### src/hdl/lwsd_pkg.sv
// Shared types and constants for the local window standard deviation filter.
package lwsd_pkg;

	localparam int COL_W  = 11;
	localparam int ROW_W  = 13;
	localparam int SLOT_W = 4;
	localparam int PIX_W  = 8;
	localparam int SD_W   = 11;
	localparam int QUEUE_DEPTH = 4;
	localparam int QPTR_W = 2;

	localparam logic [SD_W-1:0] SD_MAX = 11'd2047;

	// Register indexes
	localparam logic [1:0] REG_WIDTH  = 2'd0;
	localparam logic [1:0] REG_HEIGHT = 2'd1;
	localparam logic [1:0] REG_HALF   = 2'd2;

	// Effective frame geometry
	typedef struct packed {
		logic [COL_W-1:0] w;
		logic [ROW_W-1:0] h;
		logic [1:0]       half;
	} geom_t;

	// Command from front to back: optional store write, optional result job
	typedef struct packed {
		logic              wr_en;
		logic [SLOT_W-1:0] wr_slot;
		logic [COL_W-1:0]  wr_col;
		logic [PIX_W-1:0]  wr_data;
		logic              job_en;
		logic              last;
		logic [SLOT_W-1:0] slot;
		logic [ROW_W-1:0]  row;
		logic [COL_W-1:0]  col;
	} cmd_t;

	typedef enum logic [3:0] {
		BK_IDLE,
		BK_SCAN,
		BK_FLUSH,
		BK_MUL,
		BK_SUB,
		BK_SQRT,
		BK_DINIT,
		BK_DIV,
		BK_DONE
	} bk_state_t;

endpackage

### src/hdl/lwsd_front.sv
// Front end: accepts beats, tracks raster positions and issues commands.
module lwsd_front
	import lwsd_pkg::*;
#(
	parameter int MAX_HALF = 3,
	parameter int LAG_W    = 12
) (
	input  logic             clk,
	input  logic             arst_n,
	input  logic             clr,
	input  geom_t            geo,
	input  logic [LAG_W-1:0] lag,
	input  logic             s_tvalid,
	output logic             s_tready,
	input  logic [7:0]       s_tdata,
	input  logic             s_tuser,
	input  logic             q_full,
	output logic             push,
	output cmd_t             push_cmd
);

	localparam int STORE_ROWS = 2 * MAX_HALF + 2;
	localparam logic [SLOT_W-1:0] SLOT_LAST = SLOT_W'(STORE_ROWS - 1);

	logic [COL_W-1:0]  in_col_q, out_col_q;
	logic [ROW_W-1:0]  in_row_q, out_row_q;
	logic [SLOT_W-1:0] in_slot_q, out_slot_q;
	logic [LAG_W-1:0]  pend_q;

	logic acc, all_in, do_wr, do_job, last;
	logic [LAG_W-1:0] pend_inc;

	assign s_tready = !q_full;

	// Classify the beat
	always_comb begin
		acc      = s_tvalid && s_tready;
		all_in   = (in_row_q == geo.h);
		do_wr    = acc && !s_tuser && !all_in;
		pend_inc = pend_q + LAG_W'(1);
		do_job   = (do_wr && (pend_inc > lag)) || (acc && s_tuser && all_in);
		last     = (out_row_q == geo.h - ROW_W'(1)) && (out_col_q == geo.w - COL_W'(1));
		push     = do_wr || do_job;
		push_cmd = '{wr_en: do_wr, wr_slot: in_slot_q, wr_col: in_col_q, wr_data: s_tdata,
			job_en: do_job, last: last, slot: out_slot_q, row: out_row_q, col: out_col_q};
	end

	// Position counters
	always_ff @(posedge clk or negedge arst_n) begin
		if (!arst_n) begin
			in_col_q   <= '0;
			in_row_q   <= '0;
			in_slot_q  <= '0;
			out_col_q  <= '0;
			out_row_q  <= '0;
			out_slot_q <= '0;
			pend_q     <= '0;
		end else if (clr || (do_job && last)) begin
			in_col_q   <= '0;
			in_row_q   <= '0;
			in_slot_q  <= '0;
			out_col_q  <= '0;
			out_row_q  <= '0;
			out_slot_q <= '0;
			pend_q     <= '0;
		end else begin
			if (do_wr) begin
				if (in_col_q == geo.w - COL_W'(1)) begin
					in_col_q  <= '0;
					in_row_q  <= in_row_q + ROW_W'(1);
					in_slot_q <= (in_slot_q == SLOT_LAST) ? '0 : in_slot_q + SLOT_W'(1);
				end else begin
					in_col_q <= in_col_q + COL_W'(1);
				end
			end
			if (do_job) begin
				if (out_col_q == geo.w - COL_W'(1)) begin
					out_col_q  <= '0;
					out_row_q  <= out_row_q + ROW_W'(1);
					out_slot_q <= (out_slot_q == SLOT_LAST) ? '0 : out_slot_q + SLOT_W'(1);
				end else begin
					out_col_q <= out_col_q + COL_W'(1);
				end
			end
			if (do_wr && !do_job) begin
				pend_q <= pend_inc;
			end else if (!do_wr && do_job) begin
				pend_q <= pend_q - LAG_W'(1);
			end
		end
	end

endmodule

### config.mk
export PLATFORM = sky130hd
export DESIGN_NAME = lwsd_front
export DESIGN_NICKNAME = d
export VERILOG_FILES = /design/src/hdl/lwsd_pkg.sv /design/src/hdl/lwsd_front.sv
export SDC_FILE = /design/constraint.sdc
export NUM_CORES = 1
export LEC_CHECK = 0
export BUFFER_PORTS_ARGS = -buffer_cell sky130_fd_sc_hd__buf_2
export CAP_MARGIN = 20
export CELL_PAD_IN_SITES_DETAIL_PLACEMENT = 0
export CELL_PAD_IN_SITES_GLOBAL_PLACEMENT = 2
export CORE_ASPECT_RATIO = 1.1
export CORE_MARGIN = 2
export CORE_UTILIZATION = 31
export CTS_BUF_LIST = sky130_fd_sc_hd__clkbuf_8
export DETAILED_ROUTE_END_ITERATION = 16
export PLACE_DENSITY_LB_ADDON = 0.1
export SLEW_MARGIN = 20
export SYNTH_ARGS = -nofsm -noshare
export SYNTH_HDL_FRONTEND = slang
export SYNTH_SLANG_ARGS = --single-unit
### constraint.sdc
create_clock -name clk -period 3.1 [get_ports clk]
set_input_delay 0.465 -clock clk [delete_from_list [all_inputs] [get_ports clk]]
set_output_delay 0.465 -clock clk [all_outputs]
set_load 0.05 [all_outputs]
Word level (Yosys, flattened, before mapping). Cells that the tools add are included.

Output and inout port bits: 56. Bits in registers: 68. Input bits: 52.

Order comparisons: 1. Equality and inequality tests: 6. Multiplexer cells: 23. Reductions and logical operators: 25. Add/subtract/negate cells: 10.

Operator list (count): 13-bit 2-to-1 mux (6); 11-bit 2-to-1 mux (6); 12-bit 2-to-1 mux (3); 4-bit 2-to-1 mux (8); 13-bit by 1-bit adder with 13-bit output (second input constant) (2); 13-bit == test (2); 11-bit by 1-bit adder with 11-bit output (second input constant) (2); 11-bit == test (2); 13-bit by 1-bit subtractor with 13-bit output (second input constant) (1); 12-bit by 1-bit adder with 12-bit output (second input constant) (1); 12-bit > comparator (1); 12-bit by 1-bit subtractor with 12-bit output (second input constant) (1); 11-bit by 1-bit subtractor with 11-bit output (second input constant) (1); 1-bit logical AND (10); 4-bit by 1-bit adder with 4-bit output (second input constant) (2); 4-bit by 3-bit == test with 1-bit output (second input constant) (2); 2-bit nonzero test (4); 1-bit logical NOT (5); 2-bit AND reduction (2); 1-bit logical OR (3); 3-bit nonzero test (1).

Logic depth before layout (Yosys ltp).
Word-level depth: 10. Mapped depth: 17. Depth with buffers taken out: 15.

Worst setup path before layout. OpenSTA, ideal clock, no wires.

Kind: flip-flop to flip-flop. Start point: reg pend_q[0]. End point: reg out_row_q[0]. Slack: -266 ps. Arrival time: 3241 ps. Cell stages (with the launch flop): 17. Clock period less this slack: 3366 ps. Data required time: 2975 ps. Setup time: 125 ps. Path buffers: 2. Cells stage by stage: dfrtp_1 > ha_1 > nand3_1 > or2_2 > clkbuf_1 > nor2_1 > xor2_1 > ha_1 > nand4_1 > nor4_1 > a31oi_1 > a21oi_1 > inv_1 > a21oi_2 > buf_2 > nor2_1 > mux2_2.

Longest elaborated chain between the ends: 8.

RTL lines: start: declaration (line lwsd_front.sv:28) `logic [LAG_W-1:0] pend_q;`; start signal: assignment (line lwsd_front.sv:86) `pend_q <= pend_inc;`; start signal: assignment (line lwsd_front.sv:88) `pend_q <= pend_q - LAG_W'(1);`; 12-bit by 1-bit adder with 12-bit output * (line lwsd_front.sv:40) `pend_inc = pend_q + LAG_W'(1);`; 12-bit > comparator * (line lwsd_front.sv:41) `do_job = (do_wr && (pend_inc > lag)) || (acc && s_tuser && all_in);`; 1-bit logical AND * (line lwsd_front.sv:41); 1-bit logical OR * (line lwsd_front.sv:41); named net do_job (line lwsd_front.sv:30) `logic acc, all_in, do_wr, do_job, last;`; 1-bit logical AND (line lwsd_front.sv:58) `end else if (clr || (do_job && last)) begin`; 1-bit logical OR (line lwsd_front.sv:58); 2-bit nonzero test (no line); 2-bit AND reduction (no line); end signal: assignment (line lwsd_front.sv:79) `out_row_q <= out_row_q + ROW_W'(1);`; end: declaration (line lwsd_front.sv:26) `logic [ROW_W-1:0] in_row_q, out_row_q;`.

The timed path passes the listed nets; every way through them passes the cells marked *. A chain may end at the register's enable or synchronous reset.

==> impl_metrics.csv <==
group,metric,value,unit
clock_tree,htree_levels,3,
final_layout,layout_common_cells,"buf_4, buf_2, dfrtp_1, xnor2_1, xor2_1",
yosys,synth-async-reset-ratio,100.0,%
placed_design,pre_cts_ws,-0.4335,ns
critical_path,startpoint,"pend_q[1]",
run_status,violations,"setup timing",
timing,setup_viol_count_final,67,
floorplanning,start_util,31.46,%
floorplanning,io_pins,108,
global_routing,grt_max_degree,69,
drt,remaining_drc_errors,0,
clock_tree,clkLatencyLatePin,0.37,ns
yosys,syn_area_per_cell,8.341,um^2
timing,slew_violations,0,
floorplanning,die-area,19730,um^2
yosys,ys.flop_type,"dfrtp_1",
yosys,post_synth_num_cell_types,70,
hold_path,holdCritPathClass,"input port to async pin",
timing,worst_slew_pin_slew,0.9582,ns
clock_tree,clock_sinks,68,
clock_tree,cts_made_buffers,9,
yosys,ys_seq_elements,68,
global_routing,grt_pass1_vias,5887,
run,cap_violations,0,
placed_design,dp_cells,1084,
yosys,synth_top_area_share,29.48,%
timing,final.min_clock_period,3.432,ns
floorplanning,coreArea,18350,um^2
yosys,syn_area,5772,um^2
run_status,status,"complete, but fails checks",
yosys,ys_seq_area_share,29.48,%
timing,timing.fmax,291.4,MHz
timing,rsz0062_at_grt,"yes",
drt,wl_met1,8.865,mm
drt,routed_via_density,5.215,
critical_path,worst-path-max-fanout,4,
yosys,ys_top_cells_by_area,"dfrtp_1, xnor2_1, xor2_1",
drt,wl_met2,10.32,mm
placed_design,post-dp-hpwl,14.09,mm
final_layout,layout_commonest_cell,"buf_4",
critical_path,reg2reg_slack,-0.28,ns
critical_path,crit_type,"flip-flop to primary output",
floorplanning,die_w,134.1,um
final_layout,final_cells,1136,
timing,slew_headroom,36.12,%
floorplanning,fp-row-count,52,
clock_tree,cts_tree,"built",
critical_path,r2r_end,"out_row_q[3]",
clock_tree,cts_buffer_depth,2,
clock_tree,path_clk_slew,0.09,ns
drt,wl_per_cell,17.73,um
global_routing,grt_pass1_wl,31.49,mm
timing,finalHoldViolations,0,
yosys,syn-instance-count,692,
yosys,yosysTopAreaCell,"dfrtp_1",
critical_path,cp-end-kind,"primary output",
drt,antenna_left,0,
power_and_ir_drop,power.total,2.395,mW
power_and_ir_drop,power_density,279.3,nW/um^2
global_routing,antenna_found_initial,0,
power_and_ir_drop,p_leak,3.779,nW
yosys,synth_edf_count,0,
drt,drt_first_pass_iters,4,
global_routing,globalRouteTotalUtil,20.26,%
timing,skew,0.009704,ns
final_layout,layout-drive-gt1-share,41.88,%
critical_path,crit_end,"push_cmd[29]",
timing,post-route-worst-setup-slack,-0.3322,ns
clock_tree,cts_root_buf,"clkbuf_8",
clock_tree,ctsHoldBuffers,0,
timing,fin_crit_sh,110.7,%
drt,top_layer_used,"met4",
yosys,syn-num-nets,766,
critical_path,required,2.63,ns
critical_path,cp-start-kind,"flip-flop",
yosys,synth_warnings,0,
placed_design,io_buffers,89,
final_layout,nNetsFinal,962,
timing,worst_hold_slack,0.2984,ns
drt,drt_iter0_markers,196,
placed_design,finalWeightedCongestion,0.7875,
critical_path,rr_startpoint,"pend_q[1]",
final_layout,diodes,0,
drt,via_count,5924,
critical_path,r2r_cells,18,
critical_path,cp_data_arrival_time,2.97,ns
global_routing,gr-total-overflow,0,
final_layout,area_growth,48.58,%
drt,dr_wl_met3,577,um
drt,finalWirelength,20.14,mm
power_and_ir_drop,irDropWorstVdd,0.2410,mV
floorplanning,die_y,147.1,um
[flip-flops by register name, indices dropped and copies added (netlist names)]
signal and count:
out_slot_q 4, in_slot_q 4, in_row_q 13, out_row_q 13
pend_q 12, in_col_q 11, out_col_q 11
[critical path: stages (launching register included)]
cell     delay (ns)
dfrtp_1        0.39
ha_2           0.20
nand3_2        0.09
or2_4          0.29
nor2_4         0.10
xor2_2         0.08
ha_1           0.29
nand4_1        0.18
buf_4          0.20
nor4_4         0.18
a31oi_4        0.08
a21oi_4        0.18
inv_2          0.06
buf_6          0.13
buf_8          0.14
[Yosys cell counts (4+ instances only)]
| master | n |
|---|---|
| a211oi_1 | 9 |
| a21oi_1 | 36 |
| a31oi_1 | 5 |
| and2_1 | 6 |
| and3_1 | 20 |
| buf_2 | 11 |
| buf_4 | 14 |
| clkbuf_1 | 26 |
| dfrtp_1 | 68 |
| ha_1 | 22 |
| inv_1 | 36 |
| mux2i_1 | 5 |
| nand2_1 | 32 |
| nand2b_1 | 5 |
| nand3_1 | 31 |
| nand3b_1 | 10 |
| nand4_1 | 18 |
| nand4b_1 | 5 |
| nor2_1 | 56 |
| nor2b_1 | 11 |
| nor3_1 | 19 |
| nor4_1 | 9 |
| o211ai_1 | 4 |
| o21ai_0 | 37 |
| o22ai_1 | 8 |
| o31ai_1 | 9 |
| or3_1 | 19 |
| or4_1 | 9 |
| xnor2_1 | 45 |
| xnor3_1 | 4 |
| xor2_1 | 36 |
[repair_timing]
action / 4_1_cts / 5_1_grt
endpoints found under the setup margin: 68 / 69
setup buffers: 17 / 12
pin swaps: 28 / 41
gates resized for setup: 70 / 116
gates cloned: 9 / 1
[cells by family after synthesis]
group           share of synthesized area [%]
compound gates                          16.24
buf+inv                                 7.132
simple gates                            26.86
fa+ha+maj                               4.769
xor+xnor                                14.26
mux                                     1.257
flops                                   29.48
[power breakdown]
group	total (mW)	switching [mW]	internal, mW	leakage, nW
Sequential	0.931	0.0251	0.905	0.941
Clock	0.826	0.443	0.383	0.0973
Combinational	0.638	0.353	0.285	2.74
Total	2.40	0.821	1.57	3.78
[how the worst min path moves through the flow]
| stage | start | end | slack [ns] | cells after the start |
|---|---|---|---|---|
| floorplan | arst_n | in_col_q[0] | 0.17 | 0 |
| global placement | out_slot_q[1] | out_slot_q[1] | 0.55 | 1 |
| detailed placement | in_row_q[12] | in_row_q[12] | 0.57 | 2 |
| CTS | arst_n | out_row_q[2] | 0.34 | 2 |
| global route | arst_n | out_row_q[2] | 0.38 | 2 |
| finish | arst_n | out_row_q[3] | 0.30 | 2 |
[layout make-up]
class	count	area, um^2
inverters	36	140.1
multi-input cells	536	4379
repair buffers	237	1847
well taps	243	304.0
fillers	1819	9772
clock buffers	9	123.9
clock inverters	7	80.08
flip-flops and latches	68	1702
[routing by layer]
metal	global-route usage, %	vias up
li1	-	2891
met1	25.67	2897
met2	35.23	112
met3	2.726	24
met4	7.263	0
met5	0	-
[metrics by stage]
stage	utilization (%)	setup TNS, ns	area (um^2)
2_1_floorplan	-	0	5859
3_3_place_gp	39.17	-14.29	7187
3_5_place_dp	39.17	-13.85	7187
4_1_cts	43.88	-8.255	8051
5_1_grt	46.74	-23.35	8576
6_report	46.74	-11.97	8576
Note: power is estimated with default switching activity, not from simulation.
