$ cat src/hdl/lwsd_pkg.sv
// Shared types and constants for the local window standard deviation filter.
package lwsd_pkg;

	localparam int COL_W  = 11;
	localparam int ROW_W  = 13;
	localparam int SLOT_W = 4;
	localparam int PIX_W  = 8;
	localparam int SD_W   = 11;
	localparam int QUEUE_DEPTH = 4;
	localparam int QPTR_W = 2;

	localparam logic [SD_W-1:0] SD_MAX = 11'd2047;

	// Register indexes
	localparam logic [1:0] REG_WIDTH  = 2'd0;
	localparam logic [1:0] REG_HEIGHT = 2'd1;
	localparam logic [1:0] REG_HALF   = 2'd2;

	// Effective frame geometry
	typedef struct packed {
		logic [COL_W-1:0] w;
		logic [ROW_W-1:0] h;
		logic [1:0]       half;
	} geom_t;

	// Command from front to back: optional store write, optional result job
	typedef struct packed {
		logic              wr_en;
		logic [SLOT_W-1:0] wr_slot;
		logic [COL_W-1:0]  wr_col;
		logic [PIX_W-1:0]  wr_data;
		logic              job_en;
		logic              last;
		logic [SLOT_W-1:0] slot;
		logic [ROW_W-1:0]  row;
		logic [COL_W-1:0]  col;
	} cmd_t;

	typedef enum logic [3:0] {
		BK_IDLE,
		BK_SCAN,
		BK_FLUSH,
		BK_MUL,
		BK_SUB,
		BK_SQRT,
		BK_DINIT,
		BK_DIV,
		BK_DONE
	} bk_state_t;

endpackage

$ cat src/hdl/lwsd_queue.sv
// Small command queue between front and back.
module lwsd_queue
	import lwsd_pkg::*;
(
	input  logic clk,
	input  logic arst_n,
	input  logic push,
	input  cmd_t push_cmd,
	input  logic pop,
	output cmd_t pop_cmd,
	output logic full,
	output logic empty
);

	cmd_t              slots_q [QUEUE_DEPTH];
	logic [QPTR_W-1:0] wptr_q, rptr_q;
	logic [QPTR_W:0]   count_q;

	assign full    = (count_q == (QPTR_W+1)'(QUEUE_DEPTH));
	assign empty   = (count_q == '0);
	assign pop_cmd = slots_q[rptr_q];

	// Storage
	always_ff @(posedge clk) begin
		if (push) begin
			slots_q[wptr_q] <= push_cmd;
		end
	end

	// Pointers and fill count
	always_ff @(posedge clk or negedge arst_n) begin
		if (!arst_n) begin
			wptr_q  <= '0;
			rptr_q  <= '0;
			count_q <= '0;
		end else begin
			if (push) wptr_q <= wptr_q + QPTR_W'(1);
			if (pop)  rptr_q <= rptr_q + QPTR_W'(1);
			if (push && !pop) begin
				count_q <= count_q + (QPTR_W+1)'(1);
			end else if (!push && pop) begin
				count_q <= count_q - (QPTR_W+1)'(1);
			end
		end
	end

endmodule

$ cat config.mk
export PLATFORM = sky130hd
export DESIGN_NAME = lwsd_queue
export DESIGN_NICKNAME = d
export VERILOG_FILES = /design/src/hdl/lwsd_pkg.sv /design/src/hdl/lwsd_queue.sv
export SDC_FILE = /design/constraint.sdc
export NUM_CORES = 1
export LEC_CHECK = 0
export ABC_CLOCK_PERIOD_IN_PS = 7300
export BUFFER_PORTS_ARGS = -buffer_cell sky130_fd_sc_hd__buf_2
export CAP_MARGIN = 15
export CELL_PAD_IN_SITES_DETAIL_PLACEMENT = 1
export CELL_PAD_IN_SITES_GLOBAL_PLACEMENT = 1
export CORE_MARGIN = 2
export CORE_UTILIZATION = 48
export CTS_CLUSTER_SIZE = 40
export DETAILED_ROUTE_END_ITERATION = 12
export PLACE_DENSITY = 0.81
export SETUP_SLACK_MARGIN = 0.05
export SLEW_MARGIN = 10
export SYNTH_ARGS = -nofsm -noshare
export SYNTH_HDL_FRONTEND = slang
export SYNTH_SLANG_ARGS = --single-unit
export TNS_END_PERCENT = 30
$ cat constraint.sdc
create_clock -name clk -period 7.3 [get_ports clk]
set_input_delay 1.825 -clock clk [delete_from_list [all_inputs] [get_ports clk]]
set_output_delay 1.825 -clock clk [all_outputs]
set_load 0.02 [all_outputs]
# --- Word level (Yosys, flattened, before mapping) ---
# Memory sizes are Yosys's and may differ from the RTL's.
# Index checks and enable logic that the tools add are counted.
totals:
  ff_bits: 7
  ramBits: 216
  in_bits: 58
  output_inout_bits: 56
  word_cells: 19
  memories: 1
classes:
  add_sub_neg: 4
  eq_ne: 1
  mux: 4
  n_reduce_logical: 6
mem_list:
  columns: ["memory", "words", "word_bits", "rd", "rd_ports_with_merged_regs", "wr", "line_no", "text"]
  rows:
  - ["slots_q", 4, 54, 1, 0, 1, "lwsd_queue.sv:15", "cmd_t slots_q [QUEUE_DEPTH];"]
ops:
  columns: ["cell", "count"]
  rows:
  - ["3-bit two-way mux", 2]
  - ["2-bit by 1-bit adder with 2-bit output, second input constant", 2]
  - ["3-bit by 1-bit adder with 3-bit output, second input constant", 1]
  - ["3-bit equality test, second input constant", 1]
  - ["3-bit zero test", 1]
  - ["3-bit by 1-bit subtractor with 3-bit output, second input constant", 1]
  - ["1-bit logical AND", 2]
  - ["1-bit zero test", 2]
  - ["1-bit two-way mux", 2]
  - ["2-bit nonzero test", 1]

# --- Logic depth before layout (Yosys ltp) ---
# Gate-level depths: netlist (run 1).
logic_depth:
  depth_word: 4
  ltp_mapped: 7
  mapped_depth_nobuf: 7

# --- Least setup slack after synthesis (run 1) ---
# No wires, ideal clock.
synth_timing:
  kind: "input to register"
  from: "input push"
  to: "memory slots_q[1][0] (netlist bit), enable pin"
  setup_ns: 0.417
  t_arrival_ns: 3.109
  required_ns: 6.883
  slack_ns: 3.774
  stages: 1
  path_buffers: 0
  cell_sequence: "and2_1"
synth_between:
  elab_chain_cells: 2
synth_lines:
  columns: ["item", "line_no", "text"]
  rows:
  - ["from (decl)", "lwsd_queue.sv:7", "input logic push,"]
  - ["1-bit two-way mux", "lwsd_queue.sv:25", "if (push) begin"]
  - ["1-bit two-way mux (implied by the code)", "lwsd_queue.sv:26", "slots_q[wptr_q] <= push_cmd;"]
  - ["to (decl)", "lwsd_queue.sv:15", null]
# No other way between the ends.

==> impl_metrics.toml, run 1 <==
[outcome]
status = "finished clean"

[detailed_routing]
vias = 3627
totalWireLength_mm = 14.84
vias_per_cell = 5.357
drt_pre_antenna_iters = 4
postRouteAntennaNets = 0
drc = 0
drt_iter0_drc = 184
post_drt_wl_per_cell_um = 21.91

[pwr]
ir_drop_uv = 210.1
p_leak_nw = 3.305
powerDensity_nw_per_um2 = 414.4
finalPower_mw = 3.988

[synth]
avgSynthCellArea_um2 = 25.91
ys_warn_count = 0
yosysTopAreaCellShare = 0.7923
synthTopCellsByArea = "edfxtp_1 (79%), mux4_2 (15%), dfrtp_1 (2.1%), ha_1 (0.76%), buf_6 (0.69%)"
yosysSeqAreaShare = 0.8137
yosys.area_share.simple = 0.005961
synth-seq-cells = 223
synth_top_family_by_area = "multiplexers"
synthMuxAreaShare = 0.1499
synth_xor_area_frac = 0.006419
synth_cells = 316
synth_largest_area_cell = "edfxtp_1"
synth_compound_area_frac = 0.0006113
yosysUniqueCellTypes = 18
syn_area_um2 = 8187
syn_nets = 380
synth_fa_ha_area_frac = 0.01009

[place]
dp_cells = 640
gp_congestion = 0.6740
placed_area_um2 = 8969
dpl_worst_slack_ns = 3.412
portBuffers = 113
dpl.hpwl_mm = 8.792

[floorplanning]
die_w_um = 134.6
design.core.area_um2 = 16640
fp.dieH_um = 134.6
ios = 114
row_count = 47
die_area_um2 = 18120
start_util = 0.4919

[worst_setup_path]
slowest_delay_ns = 0.81
critPathArrivalTime_ns = 2.38
cp_slowest_cell = "dfrtp_4"
cp_num_buf_inv = 2
cp-end-kind = "output pin"
crit_family = "flip-flops"
path_cells = "buf_16 -> mux4_2 -> buf_2"
crit_type = "reg2out"
crit_path_start_kind = "register"
critical_path_peak_fanout = 29
r2r_slack_ns = 5.09
crit_required_ns = 5.48

[sta]
drv_slew = 0
fin_ws_ns = 3.098
period_minus_slack_ns = 4.202
hold_viol = 0
setup_violations = 0
skew_ns = 0.006078
post-route-period-util = 0.5756
tightestPinTransition_ns = 0.8399
grt_setup_unrepaired = "no"
relSlewSlack = 0.4401
tns_ns = 0
clock.fmax_mhz = 238.0

[clocking]
cts.path.max_buffers = 3
postCtsSetupRepairBufs = 0
cts.sinks = 223
hold_buffers = 0
cts_tree = "built"
post_cts_resized = 0
cts_root_buf = "clkbuf_16"
clk_pin_slew_ns = 0.06
clk_latency_ns = 0.50
htreeDepth = 1
cts_buffers = 22

[final_layout]
regArea_um2 = 6666
fillers = 1422
fin_nets = 509
final_area_um2 = 9623
finalNonFillerCells = 677
multi_input_area_um2 = 1424
syn_to_final_growth_pct = 17.55
layout-drive-gt1-share = 0.4442
n_antenna_cell = 0

[min_path]
hold_path_class = "reg2reg"

[grt]
grt_pass1_vias = 4116
overflow = 0
grt_max_degree = 57
grt_pass1_wl_mm = 23.43
grt_antenna_before_repair = 0
grt_use_total = 0.1719

[run]
maxCapViolations = 0
Yosys cell counts:
cell type	count
edfxtp_1	216
mux4_2	54
dfrtp_1	7
buf_2	6
buf_6	5
ha_1	5
and2_1	4
inv_1	4
xor2_1	4
nand2_1	2
xnor2_1	2
buf_4	1
fa_1	1
mux2_2	1
nor2_1	1
nor3_1	1
nor3b_1	1
o21ai_0	1
final timing paths:
check                                            start                       to  cells past startpoint
worst min register to register  count_q[2]$_DFFE_PN0P_   count_q[2]$_DFFE_PN0P_                      1
max in group asynchronous                       arst_n    rptr_q[0]$_DFFE_PN0P_                      1
worst max-delay path             rptr_q[0]$_DFFE_PN0P_              pop_cmd[13]                      3
min in group asynchronous                       arst_n   count_q[1]$_DFFE_PN0P_                      1
worst max register to register   wptr_q[0]$_DFFE_PN0P_  slots_q[2][4]$_DFFE_PP_                      4
worst min-delay path            count_q[2]$_DFFE_PN0P_   count_q[2]$_DFFE_PN0P_                      1
where the power goes:
part	total, mW	switching (mW)	internal [mW]	leakage [nW]
sequential	1.82	0.135	1.68	2.06
clock	0.998	0.430	0.567	0.307
combinational	1.18	0.671	0.504	0.934
total	3.99	1.24	2.75	3.31
kinds of logic after synthesis:
| kind of cell | count (synthesis) |
|---|---|
| AO/OA/AOI/OAI | 1 |
| adder cells (fa/ha/maj) | 6 |
| AND/OR/NAND/NOR | 9 |
| buffers and inverters | 16 |
| multiplexers | 55 |
| flip-flops | 223 |
| XOR/XNOR | 6 |
registers in the layout, summed over array words and instances, names as in the netlist:
register  cells
count_q       3
rptr_q        2
slots_q     216
wptr_q        2
metal layers:
metal,global-route usage,share of wire,wire (um)
met5,0,0,0
met4,0.04795,0.017,245
met1,0.2255,0.40,5998
met2,0.2925,0.52,7786
met3,0.04017,0.054,806
placed cells by master (no fill, tap or decap), types with 2 or more instances in the layout:
cell       count
clkinv_1       7
and2_4         2
mux4_2        54
buf_2        113
edfxtp_1     216
and2_2         2
clkbuf_1       4
inv_1          4
ha_1           5
dfrtp_1        5
clkbuf_16     23
clkinv_2       2
nand2_1        2
xor2_1         4
xnor2_1        2
buf_4          3
cell type report:
cell class              count  share of cell area
flip-flops and latches    223              0.6928
multi-input cells          77              0.1480
inverters                   4            0.001560
repair buffers            117             0.06397
clock buffers              27             0.06137
clock inverters             9            0.003771
well taps                 220             0.02860
per-stage QoR:
stage | hold slack (ns) | util
2_1_floorplan | 0.4563 | -
3_3_place_gp | 0.4743 | 0.5389
3_5_place_dp | 0.5091 | 0.5389
4_1_cts | 0.5152 | 0.5766
5_1_grt | 0.5244 | 0.5782
6_report | 0.5063 | 0.5782
Note: power is estimated with default switching activity, not from simulation.
==> run 2, diff against run 1 <==
--- a/config.mk
+++ b/config.mk
@@ -5,16 +5,16 @@
 export SDC_FILE = /design/constraint.sdc
 export NUM_CORES = 1
 export LEC_CHECK = 0
-export ABC_CLOCK_PERIOD_IN_PS = 7300
+export ABC_CLOCK_PERIOD_IN_PS = 3700
 export BUFFER_PORTS_ARGS = -buffer_cell sky130_fd_sc_hd__buf_2
 export CAP_MARGIN = 15
 export CELL_PAD_IN_SITES_DETAIL_PLACEMENT = 1
 export CELL_PAD_IN_SITES_GLOBAL_PLACEMENT = 1
 export CORE_MARGIN = 2
-export CORE_UTILIZATION = 48
+export CORE_UTILIZATION = 45
 export CTS_CLUSTER_SIZE = 40
 export DETAILED_ROUTE_END_ITERATION = 12
-export PLACE_DENSITY = 0.81
+export PLACE_DENSITY = 0.8
 export SETUP_SLACK_MARGIN = 0.05
 export SLEW_MARGIN = 10
 export SYNTH_ARGS = -nofsm -noshare
==> constraint.sdc (replaced) <==
create_clock -name clk -period 3.7 [get_ports clk]
set_input_delay 0.925 -clock clk [delete_from_list [all_inputs] [get_ports clk]]
set_output_delay 0.925 -clock clk [all_outputs]
set_load 0.02 [all_outputs]
==> run 2 against run 1 <==
  * Hold slack lost 0.24 ns
  * Utilization decreased by 3.4 points
  * Clock skew increased by 0.0080 ns
  * Sequential share of layout area shrank 0.79 points
  * Die area is 6.5% higher
  * Worst setup slack got worse by 2.6 ns
  * Sequential cell count unchanged
  * Non-clock buffer count is 1 lower
==> impl_metrics.toml, run 2 (synthesized netlist as in run 1, its figures left out) <==
[sta]
grt_setup_unrepaired = "no"
drv_slew = 0
clock.fmax_mhz = 313.2
hold_viol = 0
skew_ns = 0.01410
post-route-period-util = 0.8630
setup_violations = 0
relSlewSlack = 0.4247
tightestPinTransition_ns = 0.8629
whs_ns = 0.2614
tns_ns = 0
period_minus_slack_ns = 3.193

[worst_setup_path]
critical_path_peak_fanout = 21
crit_required_ns = 2.77
crit_type = "reg2out"
crit_path_start_kind = "register"
cp-end-kind = "output pin"
critPathArrivalTime_ns = 2.27
endpoint = "pop_cmd[6]"
crit_start = "rptr_q[0]$_DFFE_PN0P_"
r2r_end = "slots_q[1][8]$_DFFE_PP_"
r2r_start = "wptr_q[1]$_DFFE_PN0P_"
reg2reg_depth = 3
r2r_slack_ns = 1.89

[clocking]
cts.sinks = 223
clk_latency_ns = 0.50
postCtsSetupRepairBufs = 0
cts_buffers = 23
cts_tree = "built"
cts.path.max_buffers = 3
post_cts_resized = 0
cts_root_buf = "clkbuf_16"
htreeDepth = 1
clk_pin_slew_ns = 0.06
hold_buffers = 0

[grt]
grt_pass1_wl_mm = 24.04
grt_max_degree = 55
grt_pass1_vias = 4190
overflow = 0
grt_use_total = 0.1613
grt_antenna_before_repair = 1

[final_layout]
layout_common_cells = "edfxtp_1 (216), buf_2 (113), mux4_2 (54)"
final_common_cell = "edfxtp_1"
fin_nets = 509
layout-drive-gt1-share = 0.4481
largest_register_ffs = 216
n_antenna_cell = 0
regMostFlops = "slots_q"
fillers = 1554
reg_top3 = "slots_q: 216 flops, count_q: 3 flops"
syn_to_final_growth_pct = 18.91

[detailed_routing]
drt_iter0_drc = 127
vias_per_cell = 5.281
drt_pre_antenna_iters = 4
postRouteAntennaNets = 0
totalWireLength_mm = 15.42
post_drt_wl_per_cell_um = 22.32
vias = 3649
drc = 0

[floorplanning]
start_util = 0.4573
fp.dieH_um = 138.9
die_area_um2 = 19290
row_count = 49
ios = 114
die_w_um = 138.9
design.core.area_um2 = 17900

[run]
maxCapViolations = 0

[pwr]
powerDensity_nw_per_um2 = 836.3
ir_drop_uv = 483.0
p_leak_nw = 3.349

[place]
dpl.hpwl_mm = 9.038
portBuffers = 113
gp_congestion = 0.6352

[min_path]
hold_path_class = "in2async"

[outcome]
status = "finished clean"
## run 2: cell type report
class	instances	area (um^2)	share of cell area
Sequential cell	223	6666	0.6848
Multi-Input combinational cell	77	1426	0.1465
Clock buffer	34	636.9	0.06542
Timing Repair Buffer	116	613.1	0.06298
Tap cell	229	286.5	0.02943
Clock inverter	8	90.09	0.009254
Inverter	4	15.01	0.001542
## run 2: where the power goes
group | switching, mW | internal [mW]
registers | 0.262 | 3.32
clock network | 0.885 | 1.33
logic | 1.34 | 1.00
## run 2: worst min-delay path by stage
stage,start,slack (ns),cells past startpoint,to
finish,arst_n,0.26,1,wptr_q[1]$_DFFE_PN0P_
global route,arst_n,0.24,1,rptr_q[0]$_DFFE_PN0P_
CTS,arst_n,0.23,1,wptr_q[0]$_DFFE_PN0P_
detailed placement,count_q[2]$_DFFE_PN0P_,0.49,1,count_q[2]$_DFFE_PN0P_
global placement,count_q[2]$_DFFE_PN0P_,0.47,1,count_q[2]$_DFFE_PN0P_
floorplan,count_q[2]$_DFFE_PN0P_,0.46,1,count_q[2]$_DFFE_PN0P_
## run 2: routing by layer
| layer | global-route usage | vias up | part of all wire | wire length, um |
|---|---|---|---|---|
| met2 | 0.2810 | 98 | 0.53 | 8107 |
| met3 | 0.04144 | 20 | 0.061 | 940 |
| met4 | 0.03881 | 2 | 0.010 | 155 |
| met1 | 0.2050 | 1916 | 0.40 | 6206 |
| met5 | 0 | - | 0.00078 | 12 |
| li1 | - | 1613 | - | - |
## run 2: worst max-delay path, stage by stage (launching register included)
cell and delay [ns]:
dfrtp_4 0.72, buf_4 0.33, mux4_2 0.54, buf_2 0.17
## run 2: stage by stage
stage | worst slack [ns] | util | total power [mW] | instance area [um^2] | std cells
4_1_cts | 0.4135 | 0.5438 | 8.296 | 9734 | 691
3_5_place_dp | 0.9620 | 0.5031 | 6.055 | 9007 | 649
3_3_place_gp | 0.9626 | 0.5031 | 5.972 | 9007 | 649
6_report | 0.5070 | 0.5438 | 8.140 | 9734 | 691
2_1_floorplan | 1.074 | - | 5.260 | 8187 | 316
5_1_grt | 0.3264 | 0.5438 | 8.538 | 9734 | 691
==> run 3, diff against run 2 <==
--- a/config.mk
+++ b/config.mk
@@ -8,13 +8,11 @@
 export ABC_CLOCK_PERIOD_IN_PS = 3700
 export BUFFER_PORTS_ARGS = -buffer_cell sky130_fd_sc_hd__buf_2
 export CAP_MARGIN = 15
-export CELL_PAD_IN_SITES_DETAIL_PLACEMENT = 1
-export CELL_PAD_IN_SITES_GLOBAL_PLACEMENT = 1
 export CORE_MARGIN = 2
-export CORE_UTILIZATION = 45
+export CORE_UTILIZATION = 48
 export CTS_CLUSTER_SIZE = 40
 export DETAILED_ROUTE_END_ITERATION = 12
-export PLACE_DENSITY = 0.8
+export PLACE_DENSITY = 0.76
 export SETUP_SLACK_MARGIN = 0.05
 export SLEW_MARGIN = 10
 export SYNTH_ARGS = -nofsm -noshare
==> run 3 against run 2 <==
  * Critical path depth unchanged
  * Register-to-register slack gained 0.30 ns
  * Sequential power down 1%
  * Highest routed layer unchanged
  * Critical path type unchanged
  * Sequential share of layout area shrank 0.25 points
  * Non-clock buffer count up 6
  * Sequential cell count stayed put
  * Routed wire length is 9.1% lower
==> impl_metrics.toml, run 3 (synthesized netlist as in run 1, its figures left out) <==
[outcome]
status = "finished clean"

[sta]
tightestPinTransition_ns = 0.5143
skew_ns = 0.005098
clock.fmax_mhz = 317.7
relSlewSlack = 0.6571
grt_setup_unrepaired = "no"
period_minus_slack_ns = 3.147
fin_ws_ns = 0.5527
hold_viol = 0
tns_ns = 0
setup_violations = 0
post-route-period-util = 0.8506
drv_slew = 0

[pwr]
p_leak_nw = 3.372
finalPower_mw = 8.052
ir_drop_uv = 498.6
powerDensity_nw_per_um2 = 824.1

[floorplanning]
die_w_um = 134.6
fp.dieH_um = 134.6
design.core.area_um2 = 16640
start_util = 0.4919
row_count = 47
die_area_um2 = 18120
ios = 114

[worst_setup_path]
crit_path_start_kind = "register"
cp_slowest_cell = "dfrtp_4"
crit_start = "rptr_q[0]$_DFFE_PN0P_"
cp-end-kind = "output pin"
crit_family = "flip-flops"
critPathArrivalTime_ns = 2.22
crit_required_ns = 2.77
crit_type = "reg2out"
endpoint = "pop_cmd[14]"
slowest_delay_ns = 0.64
r2r_start = "wptr_q[1]$_DFFE_PN0P_"
critical_path_peak_fanout = 17
cp.depth = 3
cp_num_buf_inv = 2
path_cells = "buf_4 -> mux4_2 -> buf_2"
reg2reg_depth = 4
r2r_slack_ns = 2.19
r2r_end = "slots_q[1][4]$_DFFE_PP_"

[place]
gp_congestion = 0.7325
dpl.hpwl_mm = 8.557
portBuffers = 113
dpl_worst_slack_ns = 0.9967
placed_area_um2 = 9074

[detailed_routing]
drt_iter0_drc = 257
vias_per_cell = 5.375
postRouteAntennaNets = 0
vias = 3682
drc = 0
drt_pre_antenna_iters = 4
post_drt_wl_per_cell_um = 20.47
totalWireLength_mm = 14.02

[clocking]
postCtsSetupRepairBufs = 0
clk_pin_slew_ns = 0.06
post_cts_resized = 0
cts.sinks = 223
cts.path.max_buffers = 3
cts_buffers = 23
cts_tree = "built"
cts_root_buf = "clkbuf_16"
htreeDepth = 1
clk_latency_ns = 0.48
hold_buffers = 0

[final_layout]
final_common_cell = "edfxtp_1"
layout_common_cells = "edfxtp_1 (216), buf_2 (113), mux4_2 (54)"
largest_register_ffs = 216
syn_to_final_growth_pct = 19.35
reg_top3 = "slots_q: 216 flops, count_q: 3 flops"
final_area_um2 = 9771
layout-drive-gt1-share = 0.4559
utilization = 0.5871
n_antenna_cell = 0
fin_nets = 515
regMostFlops = "slots_q"

[grt]
grt_antenna_before_repair = 2
grt_pass1_vias = 4047
grt_use_total = 0.1604
grt_max_degree = 55
overflow = 0
grt_pass1_wl_mm = 22.18

[min_path]
hold_path_class = "in2async"

[run]
maxCapViolations = 0
## run 3: cell types whose count changed in the layout (fill, tap and decap cells not counted), moves of 2 or more
cell      delta
and2_2       +4
buf_12       +3
clkbuf_8     -2
buf_4        +3
and2_4       -4
clkbuf_1     -3
## run 3: cell type report
type / count / area [um^2]
Clock buffer: 29 / 598.1
Clock inverter: 10 / 98.84
Fill cell: 1210 / 6872
Inverter: 4 / 15.01
Multi-Input combinational cell: 77 / 1421
Sequential cell: 223 / 6666
Tap cell: 220 / 275.3
Timing Repair Buffer: 122 / 695.7
## run 3: layer usage
layer	share of wire	GRT usage	up-vias
met2	0.50	0.2650	128
met1	0.41	0.2150	1906
met5	0.0019	0	-
met4	0.018	0.04035	4
li1	-	-	1612
met3	0.077	0.04429	32
## run 3: how the worst min path moves through the flow
| stage | start | end | slack, ns | cells after the start |
|---|---|---|---|---|
| after global placement | count_q[2]$_DFFE_PN0P_ | count_q[2]$_DFFE_PN0P_ | 0.47 | 1 |
| after floorplan | count_q[2]$_DFFE_PN0P_ | count_q[2]$_DFFE_PN0P_ | 0.46 | 1 |
| after global routing | arst_n | wptr_q[1]$_DFFE_PN0P_ | 0.26 | 1 |
| after CTS | arst_n | count_q[0]$_DFFE_PN0P_ | 0.26 | 1 |
| final | arst_n | count_q[0]$_DFFE_PN0P_ | 0.27 | 1 |
| after detailed placement | count_q[2]$_DFFE_PN0P_ | count_q[2]$_DFFE_PN0P_ | 0.49 | 1 |
## run 3: power by group
part           switching [mW]  leakage, nW  internal, mW  total (mW)
registers               0.226         2.06          3.31        3.54
clock network           0.847        0.341          1.28        2.12
logic                    1.36        0.967          1.04        2.39
## run 3: through the flow
step / hold WS, ns / std cells
finish: 0.2748 / 685
global placement: 0.4703 / 646
floorplan: 0.4563 / 316
global route: 0.2616 / 685
CTS: 0.2589 / 685
detailed placement: 0.4851 / 646
